## src/hw/rtl/pulse_saw_sound_and_irq_counter_assert.svh

```systemverilog
// Assertion macros for the pulse/saw sound generator.
// Included by the top level; expects a clock named clk and a reset named rst.
`ifndef PULSE_SAW_SOUND_AND_IRQ_COUNTER_ASSERT_SVH
`define PULSE_SAW_SOUND_AND_IRQ_COUNTER_ASSERT_SVH
`ifndef SYNTHESIS
// same-cycle implication
`define PSAW_ASSERT_NOW(lbl, ante, cons) \
  lbl: assert property (@(posedge clk) disable iff (rst) (ante) |-> (cons)) \
    else $error("psaw assertion failed");
// next-cycle implication
`define PSAW_ASSERT_NEXT(lbl, ante, cons) \
  lbl: assert property (@(posedge clk) disable iff (rst) (ante) |=> (cons)) \
    else $error("psaw assertion failed");
`else
`define PSAW_ASSERT_NOW(lbl, ante, cons)
`define PSAW_ASSERT_NEXT(lbl, ante, cons)
`endif
`endif

```

## src/hw/rtl/psaw_pkg.sv

```systemverilog
// Shared types and constants for the pulse/saw sound generator.
// No dependencies.
`timescale 1ns / 1ps

package psaw_pkg;

  // opcodes of an input word
  localparam logic OP_TICK  = 1'b0;
  localparam logic OP_WRITE = 1'b1;

  // configuration register indexes
  localparam logic [1:0] CFG_MASK_A = 2'd0;
  localparam logic [1:0] CFG_MASK_B = 2'd1;

  // top address nibble of each register group
  localparam logic [3:0] NIB_PULSE0 = 4'h9;
  localparam logic [3:0] NIB_PULSE1 = 4'hA;
  localparam logic [3:0] NIB_SAW    = 4'hB;
  localparam logic [3:0] NIB_IRQ    = 4'hF;

  // register select codes
  localparam logic [1:0] SEL_0 = 2'd0;
  localparam logic [1:0] SEL_1 = 2'd1;
  localparam logic [1:0] SEL_2 = 2'd2;

  localparam logic [11:0] PERIOD_RESET  = 12'hFFF;
  localparam logic [15:0] DUTY_RESET    = 16'hFF00;
  localparam logic [8:0]  LINE_CYCLES   = 9'd341;
  localparam logic [8:0]  PRESCALE_STEP = 9'd3;
  localparam logic [3:0]  SAW_WRAP_STEP = 4'd14;
  localparam logic [7:0]  IRQ_COUNT_TOP = 8'hFF;

  // per-group command: one tick or a write to one of three selects
  typedef struct packed {
    logic       tick;
    logic       wr0;
    logic       wr1;
    logic       wr2;
    logic [7:0] data;
  } chan_cmd_t;

endpackage

```

## src/hw/rtl/psaw_if.sv

```systemverilog
// Valid/ready channel interfaces for input and result words.
// No dependencies.
`timescale 1ns / 1ps

interface psaw_in_if;
  logic        valid;
  logic        ready;
  logic        opcode;
  logic [15:0] bus_address;
  logic [7:0]  bus_data;

  modport source (output valid, output opcode, output bus_address, output bus_data,
                  input ready);
  modport sink (input valid, input opcode, input bus_address, input bus_data,
                output ready);
endinterface

interface psaw_out_if;
  logic       valid;
  logic       ready;
  logic [6:0] audio_level;
  logic       irq_line;

  modport source (output valid, output audio_level, output irq_line, input ready);
  modport sink (input valid, input audio_level, input irq_line, output ready);
endinterface

```

## src/hw/rtl/pulse_saw_sound_and_irq_counter.sv

```systemverilog
// Top level: address decode, sawtooth channel, result register.
// Depends on psaw_pkg, psaw_if, psaw_pulse, psaw_irq and the assertion header.
//
//   channel   dir  handshake       payload
//   in_ch     in   valid/ready     opcode, bus_address, bus_data
//   out_ch    out  valid/ready     audio_level, irq_line
//   cfg_*     in   cfg_we only     cfg_index, cfg_data
//
// One word per cycle while in_ch.ready is high; its result appears in the output register the next cycle.
// All channel state updates in the cycle a word is accepted, and the result register
// captures that word's result. in_ch.ready drops only while a result is held
// and out_ch.ready is low. Synchronous reset restores all registers; no clear pass.
`timescale 1ns / 1ps
`include "pulse_saw_sound_and_irq_counter_assert.svh"

module pulse_saw_sound_and_irq_counter (
  input  logic        clk,
  input  logic        rst,
  psaw_in_if.sink     in_ch,
  psaw_out_if.source  out_ch,
  input  logic        cfg_we,
  input  logic [1:0]  cfg_index,
  input  logic [15:0] cfg_data
);

  logic [15:0] mask_a, mask_b;
  logic        accept;
  logic        is_write;
  logic        low_write;
  logic [3:0]  nib;
  logic [1:0]  sel;
  logic        sel0, sel1, sel2;
  psaw_pkg::chan_cmd_t cmd_p0, cmd_p1, cmd_saw, cmd_irq;
  logic [3:0]  p0_level, p1_level;
  logic        pending_next;

  logic        saw_enable, saw_enable_next;
  logic [11:0] saw_period, saw_period_next;
  logic [11:0] saw_divider, saw_divider_next;
  logic [3:0]  saw_step, saw_step_next, saw_step_inc;
  logic [8:0]  saw_sum, saw_sum_next;
  logic [5:0]  saw_rate, saw_rate_next;
  logic [5:0]  saw_level, saw_level_next;
  logic [5:0]  saw_contrib;
  logic [6:0]  level_sum;

  logic        out_valid;
  logic [6:0]  out_level;
  logic        out_irq;

  // config writes
  always_ff @(posedge clk) begin
    if (rst) begin
      mask_a <= 16'd1;
      mask_b <= 16'd2;
    end else if (cfg_we) begin
      case (cfg_index)
        psaw_pkg::CFG_MASK_A: mask_a <= cfg_data;
        psaw_pkg::CFG_MASK_B: mask_b <= cfg_data;
        default: ;
      endcase
    end
  end

  assign in_ch.ready = !out_valid || out_ch.ready;
  assign accept      = in_ch.valid && in_ch.ready;

  // decode
  assign is_write = (in_ch.opcode == psaw_pkg::OP_WRITE) && in_ch.bus_address[15];
  assign nib      = in_ch.bus_address[15:12];
  assign sel      = {|(in_ch.bus_address & mask_b), |(in_ch.bus_address & mask_a)};
  assign sel0     = is_write && (sel == psaw_pkg::SEL_0);
  assign sel1     = is_write && (sel == psaw_pkg::SEL_1);
  assign sel2     = is_write && (sel == psaw_pkg::SEL_2);
  assign low_write = accept && (in_ch.opcode == psaw_pkg::OP_WRITE) && !in_ch.bus_address[15];

  always_comb begin
    cmd_p0  = '0;
    cmd_p1  = '0;
    cmd_saw = '0;
    cmd_irq = '0;
    cmd_p0.data  = in_ch.bus_data;
    cmd_p1.data  = in_ch.bus_data;
    cmd_saw.data = in_ch.bus_data;
    cmd_irq.data = in_ch.bus_data;
    cmd_p0.tick  = (in_ch.opcode == psaw_pkg::OP_TICK);
    cmd_p1.tick  = cmd_p0.tick;
    cmd_saw.tick = cmd_p0.tick;
    cmd_irq.tick = cmd_p0.tick;
    case (nib)
      psaw_pkg::NIB_PULSE0: begin
        cmd_p0.wr0 = sel0;
        cmd_p0.wr1 = sel1;
        cmd_p0.wr2 = sel2;
      end
      psaw_pkg::NIB_PULSE1: begin
        cmd_p1.wr0 = sel0;
        cmd_p1.wr1 = sel1;
        cmd_p1.wr2 = sel2;
      end
      psaw_pkg::NIB_SAW: begin
        cmd_saw.wr0 = sel0;
        cmd_saw.wr1 = sel1;
        cmd_saw.wr2 = sel2;
      end
      psaw_pkg::NIB_IRQ: begin
        cmd_irq.wr0 = sel0;
        cmd_irq.wr1 = sel1;
        cmd_irq.wr2 = sel2;
      end
      default: ;
    endcase
  end

  psaw_pulse u_pulse0 (
    .clk            (clk),
    .rst            (rst),
    .accept         (accept),
    .cmd            (cmd_p0),
    .level_next_out (p0_level)
  );

  psaw_pulse u_pulse1 (
    .clk            (clk),
    .rst            (rst),
    .accept         (accept),
    .cmd            (cmd_p1),
    .level_next_out (p1_level)
  );

  psaw_irq u_irq (
    .clk              (clk),
    .rst              (rst),
    .accept           (accept),
    .cmd              (cmd_irq),
    .pending_next_out (pending_next)
  );

  // sawtooth channel
  assign saw_step_inc = saw_step + 4'd1;

  always_comb begin
    saw_enable_next  = saw_enable;
    saw_period_next  = saw_period;
    saw_divider_next = saw_divider;
    saw_step_next    = saw_step;
    saw_sum_next     = saw_sum;
    saw_rate_next    = saw_rate;
    saw_level_next   = saw_level;
    if (cmd_saw.wr0) begin
      saw_rate_next = cmd_saw.data[5:0];
    end
    if (cmd_saw.wr1) begin
      saw_period_next = {saw_period[11:8], cmd_saw.data};
    end
    if (cmd_saw.wr2) begin
      saw_enable_next = cmd_saw.data[7];
      saw_period_next = {cmd_saw.data[3:0], saw_period[7:0]};
    end
    if (cmd_saw.tick && saw_enable) begin
      if (saw_divider >= saw_period) begin
        if (saw_step_inc == psaw_pkg::SAW_WRAP_STEP) begin
          saw_step_next = '0;
          saw_sum_next  = '0;
        end else begin
          saw_step_next = saw_step_inc;
          if (saw_step_inc[0]) begin
            saw_sum_next = saw_sum + {3'b000, saw_rate};
          end
        end
        saw_level_next   = saw_sum_next[8:3];
        saw_divider_next = '0;
      end else begin
        saw_divider_next = saw_divider + 12'd1;
      end
    end
  end

  always_ff @(posedge clk) begin
    if (rst) begin
      saw_enable  <= 1'b0;
      saw_period  <= psaw_pkg::PERIOD_RESET;
      saw_divider <= '0;
      saw_step    <= '0;
      saw_sum     <= '0;
      saw_rate    <= '0;
      saw_level   <= '0;
    end else if (accept) begin
      saw_enable  <= saw_enable_next;
      saw_period  <= saw_period_next;
      saw_divider <= saw_divider_next;
      saw_step    <= saw_step_next;
      saw_sum     <= saw_sum_next;
      saw_rate    <= saw_rate_next;
      saw_level   <= saw_level_next;
    end
  end

  assign saw_contrib = saw_enable_next ? saw_level_next : 6'd0;
  assign level_sum   = {3'b000, p0_level} + {3'b000, p1_level} + {1'b0, saw_contrib};

  // result register
  always_ff @(posedge clk) begin
    if (rst) begin
      out_valid <= 1'b0;
    end else if (accept) begin
      out_valid <= 1'b1;
    end else if (out_ch.ready) begin
      out_valid <= 1'b0;
    end
  end

  always_ff @(posedge clk) begin
    if (rst) begin
      out_level <= '0;
      out_irq   <= 1'b0;
    end else if (accept) begin
      out_level <= level_sum;
      out_irq   <= pending_next;
    end
  end

  assign out_ch.valid       = out_valid;
  assign out_ch.audio_level = out_level;
  assign out_ch.irq_line    = out_irq;

  `PSAW_ASSERT_NEXT(a_result_follows, accept, out_valid)
  `PSAW_ASSERT_NOW(a_full_blocks_input, out_valid && !out_ch.ready, !in_ch.ready)
  `PSAW_ASSERT_NEXT(a_low_write_no_effect, low_write, $stable(out_level) && $stable(out_irq))

endmodule

```

## src/hw/rtl/psaw_pulse.sv

```systemverilog
// One pulse channel: duty/volume/period registers, divider and step sequencer.
// Depends on psaw_pkg.
`timescale 1ns / 1ps

module psaw_pulse (
  input  logic                clk,
  input  logic                rst,
  input  logic                accept,
  input  psaw_pkg::chan_cmd_t cmd,
  output logic [3:0]          level_next_out
);

  logic        enable, enable_next;
  logic [11:0] period, period_next;
  logic [11:0] divider, divider_next;
  logic [3:0]  step, step_next;
  logic [3:0]  volume, volume_next;
  logic [15:0] pattern, pattern_next;
  logic [3:0]  level, level_next;

  always_comb begin
    enable_next  = enable;
    period_next  = period;
    divider_next = divider;
    step_next    = step;
    volume_next  = volume;
    pattern_next = pattern;
    level_next   = level;
    if (cmd.wr0) begin
      // bit 7: constant high; else d+1 high steps from the top
      if (cmd.data[7]) begin
        pattern_next = 16'hFFFF;
      end else begin
        pattern_next = 16'($signed(16'h8000) >>> cmd.data[6:4]);
      end
      volume_next = cmd.data[3:0];
    end
    if (cmd.wr1) begin
      period_next = {period[11:8], cmd.data};
    end
    if (cmd.wr2) begin
      enable_next = cmd.data[7];
      period_next = {cmd.data[3:0], period[7:0]};
    end
    if (cmd.tick && enable) begin
      if (divider >= period) begin
        level_next   = pattern[step] ? volume : 4'd0;
        divider_next = '0;
        step_next    = step - 4'd1;
      end else begin
        divider_next = divider + 12'd1;
      end
    end
  end

  assign level_next_out = enable_next ? level_next : 4'd0;

  always_ff @(posedge clk) begin
    if (rst) begin
      enable  <= 1'b0;
      period  <= psaw_pkg::PERIOD_RESET;
      divider <= '0;
      step    <= '0;
      volume  <= '0;
      pattern <= psaw_pkg::DUTY_RESET;
      level   <= '0;
    end else if (accept) begin
      enable  <= enable_next;
      period  <= period_next;
      divider <= divider_next;
      step    <= step_next;
      volume  <= volume_next;
      pattern <= pattern_next;
      level   <= level_next;
    end
  end

endmodule

```

## src/hw/rtl/psaw_irq.sv

```systemverilog
// IRQ counter with scanline prescaler or per-cycle clocking.
// Depends on psaw_pkg.
`timescale 1ns / 1ps

module psaw_irq (
  input  logic                clk,
  input  logic                rst,
  input  logic                accept,
  input  psaw_pkg::chan_cmd_t cmd,
  output logic                pending_next_out
);

  logic [7:0] reload, reload_next;
  logic [7:0] count, count_next;
  logic       pending, pending_next;
  logic       enable_after_ack, enable_after_ack_next;
  logic       enabled, enabled_next;
  logic       cycle_mode, cycle_mode_next;
  logic [8:0] prescaler, prescaler_next;
  logic       clock_count;

  always_comb begin
    reload_next           = reload;
    count_next            = count;
    pending_next          = pending;
    enable_after_ack_next = enable_after_ack;
    enabled_next          = enabled;
    cycle_mode_next       = cycle_mode;
    prescaler_next        = prescaler;
    clock_count           = 1'b0;
    if (cmd.wr0) begin
      reload_next = cmd.data;
    end
    if (cmd.wr1) begin
      enable_after_ack_next = cmd.data[0];
      enabled_next          = cmd.data[1];
      cycle_mode_next       = cmd.data[2];
      if (cmd.data[1]) begin
        count_next     = reload;
        prescaler_next = psaw_pkg::LINE_CYCLES;
      end
      pending_next = 1'b0;
    end
    if (cmd.wr2) begin
      pending_next = 1'b0;
      enabled_next = enable_after_ack;
    end
    if (cmd.tick && enabled) begin
      if (cycle_mode) begin
        clock_count = 1'b1;
      end else if (prescaler <= psaw_pkg::PRESCALE_STEP) begin
        // crossed zero: wrap by one scanline
        prescaler_next = prescaler + (psaw_pkg::LINE_CYCLES - psaw_pkg::PRESCALE_STEP);
        clock_count    = 1'b1;
      end else begin
        prescaler_next = prescaler - psaw_pkg::PRESCALE_STEP;
      end
    end
    if (clock_count) begin
      if (count == psaw_pkg::IRQ_COUNT_TOP) begin
        pending_next = 1'b1;
        count_next   = reload;
      end else begin
        count_next = count + 8'd1;
      end
    end
  end

  assign pending_next_out = pending_next;

  always_ff @(posedge clk) begin
    if (rst) begin
      reload           <= '0;
      count            <= '0;
      pending          <= 1'b0;
      enable_after_ack <= 1'b0;
      enabled          <= 1'b0;
      cycle_mode       <= 1'b0;
      prescaler        <= psaw_pkg::LINE_CYCLES;
    end else if (accept) begin
      reload           <= reload_next;
      count            <= count_next;
      pending          <= pending_next;
      enable_after_ack <= enable_after_ack_next;
      enabled          <= enabled_next;
      cycle_mode       <= cycle_mode_next;
      prescaler        <= prescaler_next;
    end
  end

endmodule
```

## src/flat_wrapper.sv

```systemverilog
// flat-port wrapper written by rule: the top's interface ports become plain ports
module pulse_saw_sound_and_irq_counter_flat 
  (clk, rst, cfg_we, cfg_index, cfg_data, in_ch_valid, in_ch_opcode, in_ch_bus_address, in_ch_bus_data, in_ch_ready, out_ch_valid, out_ch_audio_level, out_ch_irq_line, out_ch_ready);
  psaw_in_if in_ch_i ();
  psaw_out_if out_ch_i ();
  input  logic clk;
  input  logic rst;
  input  logic cfg_we;
  input  logic [1:0] cfg_index;
  input  logic [15:0] cfg_data;
  input wire logic [$bits(in_ch_i.valid)-1:0] in_ch_valid;
  input wire logic [$bits(in_ch_i.opcode)-1:0] in_ch_opcode;
  input wire logic [$bits(in_ch_i.bus_address)-1:0] in_ch_bus_address;
  input wire logic [$bits(in_ch_i.bus_data)-1:0] in_ch_bus_data;
  output wire logic [$bits(in_ch_i.ready)-1:0] in_ch_ready;
  output wire logic [$bits(out_ch_i.valid)-1:0] out_ch_valid;
  output wire logic [$bits(out_ch_i.audio_level)-1:0] out_ch_audio_level;
  output wire logic [$bits(out_ch_i.irq_line)-1:0] out_ch_irq_line;
  input wire logic [$bits(out_ch_i.ready)-1:0] out_ch_ready;
  assign in_ch_i.valid = in_ch_valid;
  assign in_ch_i.opcode = in_ch_opcode;
  assign in_ch_i.bus_address = in_ch_bus_address;
  assign in_ch_i.bus_data = in_ch_bus_data;
  assign in_ch_ready = in_ch_i.ready;
  assign out_ch_valid = out_ch_i.valid;
  assign out_ch_audio_level = out_ch_i.audio_level;
  assign out_ch_irq_line = out_ch_i.irq_line;
  assign out_ch_i.ready = out_ch_ready;
  pulse_saw_sound_and_irq_counter u_core (.clk(clk), .rst(rst), .in_ch(in_ch_i), .out_ch(out_ch_i), .cfg_we(cfg_we), .cfg_index(cfg_index), .cfg_data(cfg_data));
endmodule
```

## config.mk

```make
export PLATFORM = sky130hd
export DESIGN_NAME = pulse_saw_sound_and_irq_counter_flat
export DESIGN_NICKNAME = d
export VERILOG_FILES = /design/src/hw/rtl/psaw_pkg.sv /design/src/hw/rtl/psaw_if.sv /design/src/hw/rtl/pulse_saw_sound_and_irq_counter.sv /design/src/hw/rtl/psaw_pulse.sv /design/src/hw/rtl/psaw_irq.sv /design/src/flat_wrapper.sv
export VERILOG_INCLUDE_DIRS = /design/src /design/src/hw/rtl
export SDC_FILE = /design/constraint.sdc
export NUM_CORES = 1
export LEC_CHECK = 0
export ABC_CLOCK_PERIOD_IN_PS = 12550
export BUFFER_PORTS_ARGS = -buffer_cell sky130_fd_sc_hd__buf_2
export CAP_MARGIN = 20
export CORE_MARGIN = 8
export CORE_UTILIZATION = 47
export DETAILED_ROUTE_END_ITERATION = 10
export GPL_TIMING_DRIVEN = 0
export PLACE_DENSITY = 0.69
export SLEW_MARGIN = 20
export SYNTH_ARGS = -nofsm -noshare
export SYNTH_HDL_FRONTEND = slang
export SYNTH_SLANG_ARGS = --single-unit
```

## constraint.sdc

```tcl
create_clock -name clk -period 12.55 [get_ports clk]
set_input_delay 1.8825 -clock clk [delete_from_list [all_inputs] [get_ports clk]]
set_output_delay 1.8825 -clock clk [all_outputs]
set_load 0.005 [all_outputs]
```

======== Word-level counts from Yosys, hierarchy flattened ========
Index checks and enable logic that the tools add are counted.
W data, S select, Z words.
word-level totals
  register bits after elaboration ......... 225
  input port bits ......................... 48
  output and inout bits ................... 10
  logic and storage cells ................. 167
operators by class
  $add $sub $neg .......................... 12
  order comparisons ....................... 6
  equality and inequality tests ........... 9
  shift-type cells ........................ 1
  multiplexer cells ....................... 55
  bitwise gates (word level) .............. 6
  reductions and logical operators ........ 42
operators with widths
  kind                      count
  $mux W12                  6
  $mux W9                   7
  $mux W8                   7
  $add A12 B1 Y12 const B   3
  $ge A12 B12 Y1            3
  $mux W4                   9
  $and A16 B16 Y16          2
  $reduce_or A16 Y1         2
  $reduce_and A2 Y1         14
  $reduce_and A3 Y1         7
  $eq A4 B4 Y1 const B      5
  $mux W6                   3
  $mux W1                   16
  $mux W16                  1
  $sshr A16 B3 Y16 const A  1
  $mux W3                   4
  $lt A4 B5 Y1 const B      2
  $reduce_bool A2 Y1        5
  $add A9 B6 Y9             1
  $add A9 B9 Y9 const B     1
  $le A9 B2 Y1 const B      1
  $logic_and A1 B1 Y1       9
  $sub A9 B2 Y9 const B     1
  $add A8 B1 Y8 const B     1
  other kinds (13)          20

======== Depth between registers and ports, before layout ========
  word-level depth ........................ 9
  depth in mapped cells ................... 22
  mapped depth without buffers ............ 21

======== By module ========
A second synthesis with hierarchy kept.
unflattened totals
  cells, all modules ...................... 1316
  area total of the unflattened synthesis .. 10913.0 um2
modules (own cells, without submodules)
  module                           instances  cells an instance  area each (um2)
  pulse_saw_sound_and_irq_counter  1          566                4655.7
  psaw_pulse                       2          270                2293.4
  psaw_irq                         1          210                1670.4

======== Least setup slack after synthesis ========
No wires, ideal clock.
  path type ............................... in2reg
  start ................................... in in_ch_bus_address[15]
  end ..................................... reg u_core.out_level[6] (netlist: u_core.out_ch.audio_level[6])
  data arrival time ....................... 5.421 ns
  setup slack ............................. 7.059 ns
  cell stages on the path ................. 18
  cell sequence ........................... clkbuf_1 a221oi_1 and4_1 buf_2 nand3b_1 nor4_1 mux2i_1 a21oi_1 ha_1 inv_1 fa_1 fa_1 nor2b_1 o21ai_0 nand2b_1 a21oi_1 or4_1 a21oi_1
on the way
  word-level cells in the longest chain between the ends .. 9
ends and longest elaborated chain
  element               RTL line                                source
  from (decl)           flat_wrapper.sv:13                      input wire logic [$bits(in_ch_i.bus_address)-1:0] in_ch_bus_address;
  $and A16 B16 Y16      pulse_saw_sound_and_irq_counter.sv:71   assign sel = {|(in_ch.bus_address & mask_b), |(in_ch.bus_address & mask_a)};
  $reduce_or A16 Y1     pulse_saw_sound_and_irq_counter.sv:71
  $eq A2 B2 Y1          pulse_saw_sound_and_irq_counter.sv:74   assign sel2 = is_write && (sel == psaw_pkg::SEL_2);
  $logic_and A1 B1 Y1   pulse_saw_sound_and_irq_counter.sv:74
  $mux W3               pulse_saw_sound_and_irq_counter.sv:90   case (nib)
  $mux W1               psaw_pulse.sv:41                        if (cmd.wr2) begin
  $mux W4               psaw_pulse.sv:56                        assign level_next_out = enable_next ? level_next : 4'd0;
  $add A4 B4 Y5         pulse_saw_sound_and_irq_counter.sv:200  assign level_sum = {3'b000, p0_level} + {3'b000, p1_level} + {1'b0, saw_contrib};
  $add A7 B6 Y7 (*)     pulse_saw_sound_and_irq_counter.sv:200
  to (signal assigned)  pulse_saw_sound_and_irq_counter.sv:218  out_level <= level_sum;
  to (decl)             pulse_saw_sound_and_irq_counter.sv:48   logic [6:0] out_level;
Mark *: on every way between the ends. The rest lies on a longest branch, timed or not.
A chain may end at the register's enable or synchronous reset.

======== Final worst setup path ========
  start ................................... in in_ch_bus_address[7]
  end ..................................... reg u_core.out_level[6] (netlist: u_core.out_ch.audio_level[6])
on the way
  word-level cells in the longest chain between the ends .. 9
ends and longest elaborated chain
  element                  RTL line
  $and A16 B16 Y16         pulse_saw_sound_and_irq_counter.sv:71
  $reduce_or A16 Y1        pulse_saw_sound_and_irq_counter.sv:71
  $eq A2 B2 Y1 (*)         pulse_saw_sound_and_irq_counter.sv:74
  $logic_and A1 B1 Y1 (*)  pulse_saw_sound_and_irq_counter.sv:74
  $mux W3                  pulse_saw_sound_and_irq_counter.sv:90
  $mux W1                  psaw_pulse.sv:41
  $mux W4                  psaw_pulse.sv:56
  $add A4 B4 Y5            pulse_saw_sound_and_irq_counter.sv:200
  $add A7 B6 Y7 (*)        pulse_saw_sound_and_irq_counter.sv:200
Marks and branches as above.

==> run_results.csv <==
group,metric,value,unit
status,outcome,"completed",
job,drv_cap,0,
die,start_util,47.6,%
detailed_routing,dr.pass1.iters,5,
cells_and_area,fillers,2119,
critical_path,r2r-start,"u_core.u_pulse1.divider[0]$_SDFFE_PP0P_",
min_path,min_to,"u_core.out_ch.audio_level[3]$_SDFFE_PP0P_",
pwr,ir_drop,0.0000857,V
yosys,synth_largest_area_cell,"dfxtp_1",
clocking,cts_made_buffers,24,
die,die_w,167,um
clocking,holdBufCountCts,0,
pwr,cellPowerDensity,118,mW/mm^2
global_routing,globalRouteMet1Util,26.6,%
sta,fin_tns_setup,0,ps
place,port_buffers,50,
yosys,synthCells,1303,
clocking,cts-htree-levels,1,
detailed_routing,vias,9608,
global_routing,grt_pass1_vias,9267,
detailed_routing,antenna_left,0,
detailed_routing,routedWlPerCell,17.6,um
yosys,synth.top_cell.area_share,39.1,%
critical_path,critical_path.startpoint,"in_ch_bus_address[7]",
pwr,p_leak,5.19,nW
critical_path,critical_path_class,"input pin to register",
sta,tightest_slew,1060,ps
critical_path,slowest_delay,460,ps
die,core_area,0.0225,mm^2
cells_and_area,antenna_cells,0,
global_routing,grt_busiest_layer,"met2",
sta,fin_skew,16.0,ps
min_path,hp-class,"register to register",
place,place_congestion,0.903,
critical_path,r2r_end,"u_core.out_ch.audio_level[5]$_SDFFE_PP0P_",
yosys,postSynth.asyncResetShare,0,%
cells_and_area,syn_to_final_growth,12.9,%
critical_path,worst-path-buf-inv,3,
global_routing,overflow,0,
cells_and_area,drive_gt1_share,8.46,%
cells_and_area,stdcell_area,0.0121,mm^2
min_path,min_path_cells,2,
yosys,ys_dominant_reg_cell,"dfxtp_1",
critical_path,start_kind,"input pin",
critical_path,cp_cell_sequence,"buf_2, a22o_1, a221oi_1, and4_1, buf_2, nand3b_1, nor4_1, mux2i_1, a21oi_1, ha_1, inv_1, fa_1, fa_1, nor2b_1, o21ai_0, nand2b_1, a21oi_1, or4_1, a21oi_1",
yosys,synth_seq_area_share,39.1,%
die,dieHeight,167,um
critical_path,path_delay_family,"simple AND/OR/NAND/NOR gates",
yosys,synth_edf_count,0,
critical_path,slowest_stage,"fa_1",
critical_path,reg2reg_setup_slack,7760,ps
yosys,synth_warnings,0,
global_routing,grt_usage,20.6,%
critical_path,setup.worst_path.end_class,"register",
min_path,min_from,"u_core.out_ch.audio_level[3]$_SDFFE_PP0P_",
global_routing,grt_pass1_wl,47.5,mm
clocking,clkLatencyLatePin,520,ps
yosys,synthTopCellsByArea,"dfxtp_1, ha_1, nand2_1",
place,hpwl,21.3,mm
detailed_routing,routed_wl,29.6,mm
yosys,avgSynthCellArea,8.22,um^2
clocking,path_clk_slew,60,ps
critical_path,reg2reg_depth,21,
sta,final-max-slew-violation-count,0,
global_routing,antenna_found_initial,0,
clocking,cts_tree,"built",
yosys,synth_fp_nets,1416,
cells_and_area,nNetsFinal,1492,
clocking,post_cts_buffers,0,
critical_path,cp_max_fo,7,
detailed_routing,drt_iter0_markers,790,
clocking,cts.sinks,209,
yosys,syn-cell-area,0.0107,mm^2
die,ios,58,
die,fp-row-count,55,
detailed_routing,via_per_inst,5.72,
critical_path,crit_top_cell,"a21oi_1",
clocking,cts-root-buf,"clkbuf_16",
sta,setup_viol,0,
sta,period_share,46.3,%
global_routing,grt_max_degree,14,
clocking,cts_resized,0,
global_routing,use_met3,3.03,%
sta,period_minus_slack,5800,ps
sta,hold_violations,0,
clocking,clockBufferDepth,3,
critical_path,cp.required,12990,ps
sta,max_slew_margin,29.0,%
detailed_routing,drc_errors,0,
die,die-area,0.0279,mm^2
global_routing,grt_util_met2,34.2,%
sta,rsz0062_at_grt,"no",
yosys,synth-seq-cells,209,
place,post_dp_cell_area,0.0113,mm^2
sta,fmax,172,MHz
yosys,yosysUniqueCellTypes,73,
critical_path,cp.arrival,6240,ps
[layout by cell type, fill, tap and decap left out, drive strengths merged, types with 13 or more instances in the layout]
cell type	n
nor2b	21
inv	61
mux2i	46
xor2	29
nor3	19
dfxtp	209
ha	62
o21ai	79
xnor2	15
clkbuf	88
nor2	114
o211ai	25
a221oi	13
buf	62
nand2	188
nand4	15
nand3	48
a21o	19
a21oi	125
[worst max-delay path by stage]
stage,to,slack [ps],cells after the start
after detailed placement,u_core.out_ch.audio_level[6]$_SDFFE_PP0P_,6320,19
final,u_core.out_ch.audio_level[6]$_SDFFE_PP0P_,6750,19
after global routing,u_core.out_ch.audio_level[5]$_SDFFE_PP0P_,6470,20
after floorplan,u_core.out_ch.audio_level[6]$_SDFFE_PP0P_,7060,18
after global placement,u_core.out_ch.audio_level[6]$_SDFFE_PP0P_,6370,19
after CTS,u_core.out_ch.audio_level[6]$_SDFFE_PP0P_,6830,19
[worst reg2reg max path, delay by kind of cell (launching register included)]
kind / cells / cell delay, ps
compound gates: 11 / 2220
fa+ha+maj: 4 / 1280
buf+inv: 4 / 540
flops: 1 / 410
simple gates: 2 / 240
[synthesized netlist by cell type, types with 3 or more instances]
cell       instances
a211o_1            3
a211oi_1           8
a21o_1            19
a21oi_1          125
a221oi_1          12
a22o_1             8
a2bb2oi_1          3
a31oi_1            5
and2_0             3
and2_1             5
and3_1             8
and4_1             5
and4b_1            3
buf_2              8
clkbuf_1          57
dfxtp_1          209
fa_1               3
ha_1              62
inv_1             60
mux2_2             3
mux2i_1           45
nand2_1          188
nand2b_1          12
nand3_1           48
nand3b_1           5
nand4_1           15
nor2_1           112
nor2b_1           21
nor3_1            19
nor3b_1            8
nor4_1             3
o211ai_1          25
o21a_1             3
o21ai_0           76
o21bai_1           3
o31ai_1            4
or3_1             10
or4_1              6
xnor2_1           15
xor2_1            29
[layer usage]
layer | share of wire [%] | wire length, um
met1 | 46 | 13600
met2 | 46 | 13500
met3 | 5.3 | 1580
met4 | 3.2 | 945
met5 | 0 | 0
[report_power, final]
group	leakage, nW	internal, mW	switching (mW)
combinational	3.13	0.0193	0.0516
clock	0.377	0.407	0.284
sequential	1.69	0.668	0.00294
total	5.19	1.09	0.338
[sequential cells by signal, summed over array words and instances (netlist names), 8 cells and up]
name and cells:
u_core.saw_sum 9, u_core.u_pulse1.period 12, u_core.u_irq.reload 8, u_core.u_pulse1.divider 12
u_core.mask_b 16, u_core.saw_period 12, u_core.u_irq.prescaler 9, u_core.u_pulse1.pattern 8
u_core.mask_a 16, u_core.u_pulse0.period 12, u_core.u_pulse0.divider 12, u_core.u_pulse0.pattern 8
u_core.u_irq.count 8, u_core.saw_divider 12
[cell families (layout without fill, tap and decap cells)]
kind of cell / after synthesis / in the layout / synth area share (%)
AOI/OAI and AO/OA: 316 / 316 / 18.0
xor gates and xnor gates: 44 / 44 / 3.60
adders and majority gates: 65 / 65 / 7.80
buffers and inverters: 130 / 222 / 4.75
DFF: 209 / 209 / 39.1
muxes: 51 / 51 / 5.07
and+or+nand+nor: 488 / 488 / 21.7
[per-stage QoR]
stage	setup slack (ps)	cells	power (mW)	utilization (%)	hold slack, ps
finish	6750	1680	1.43	53.7	451
global route	6470	1680	1.48	53.7	467
CTS	6830	1680	1.44	53.7	453
detailed placement	6320	1638	0.755	50.3	444
global placement	6370	1638	0.755	50.3	442
floorplan	7060	1303	0.721	-	436
[final cells by class]
class	instances	area, um^2	area share (%)
Sequential cell	209	4180	34.6
Buffer	69	280	2.32
Tap cell	285	357	2.95
Multi-Input combinational cell	964	6020	49.8
Timing Repair Buffer	50	250	2.07
Clock inverter	11	128	1.06
Inverter	61	229	1.89
Clock buffer	31	647	5.35
Note: power is estimated with default switching activity, not from simulation.
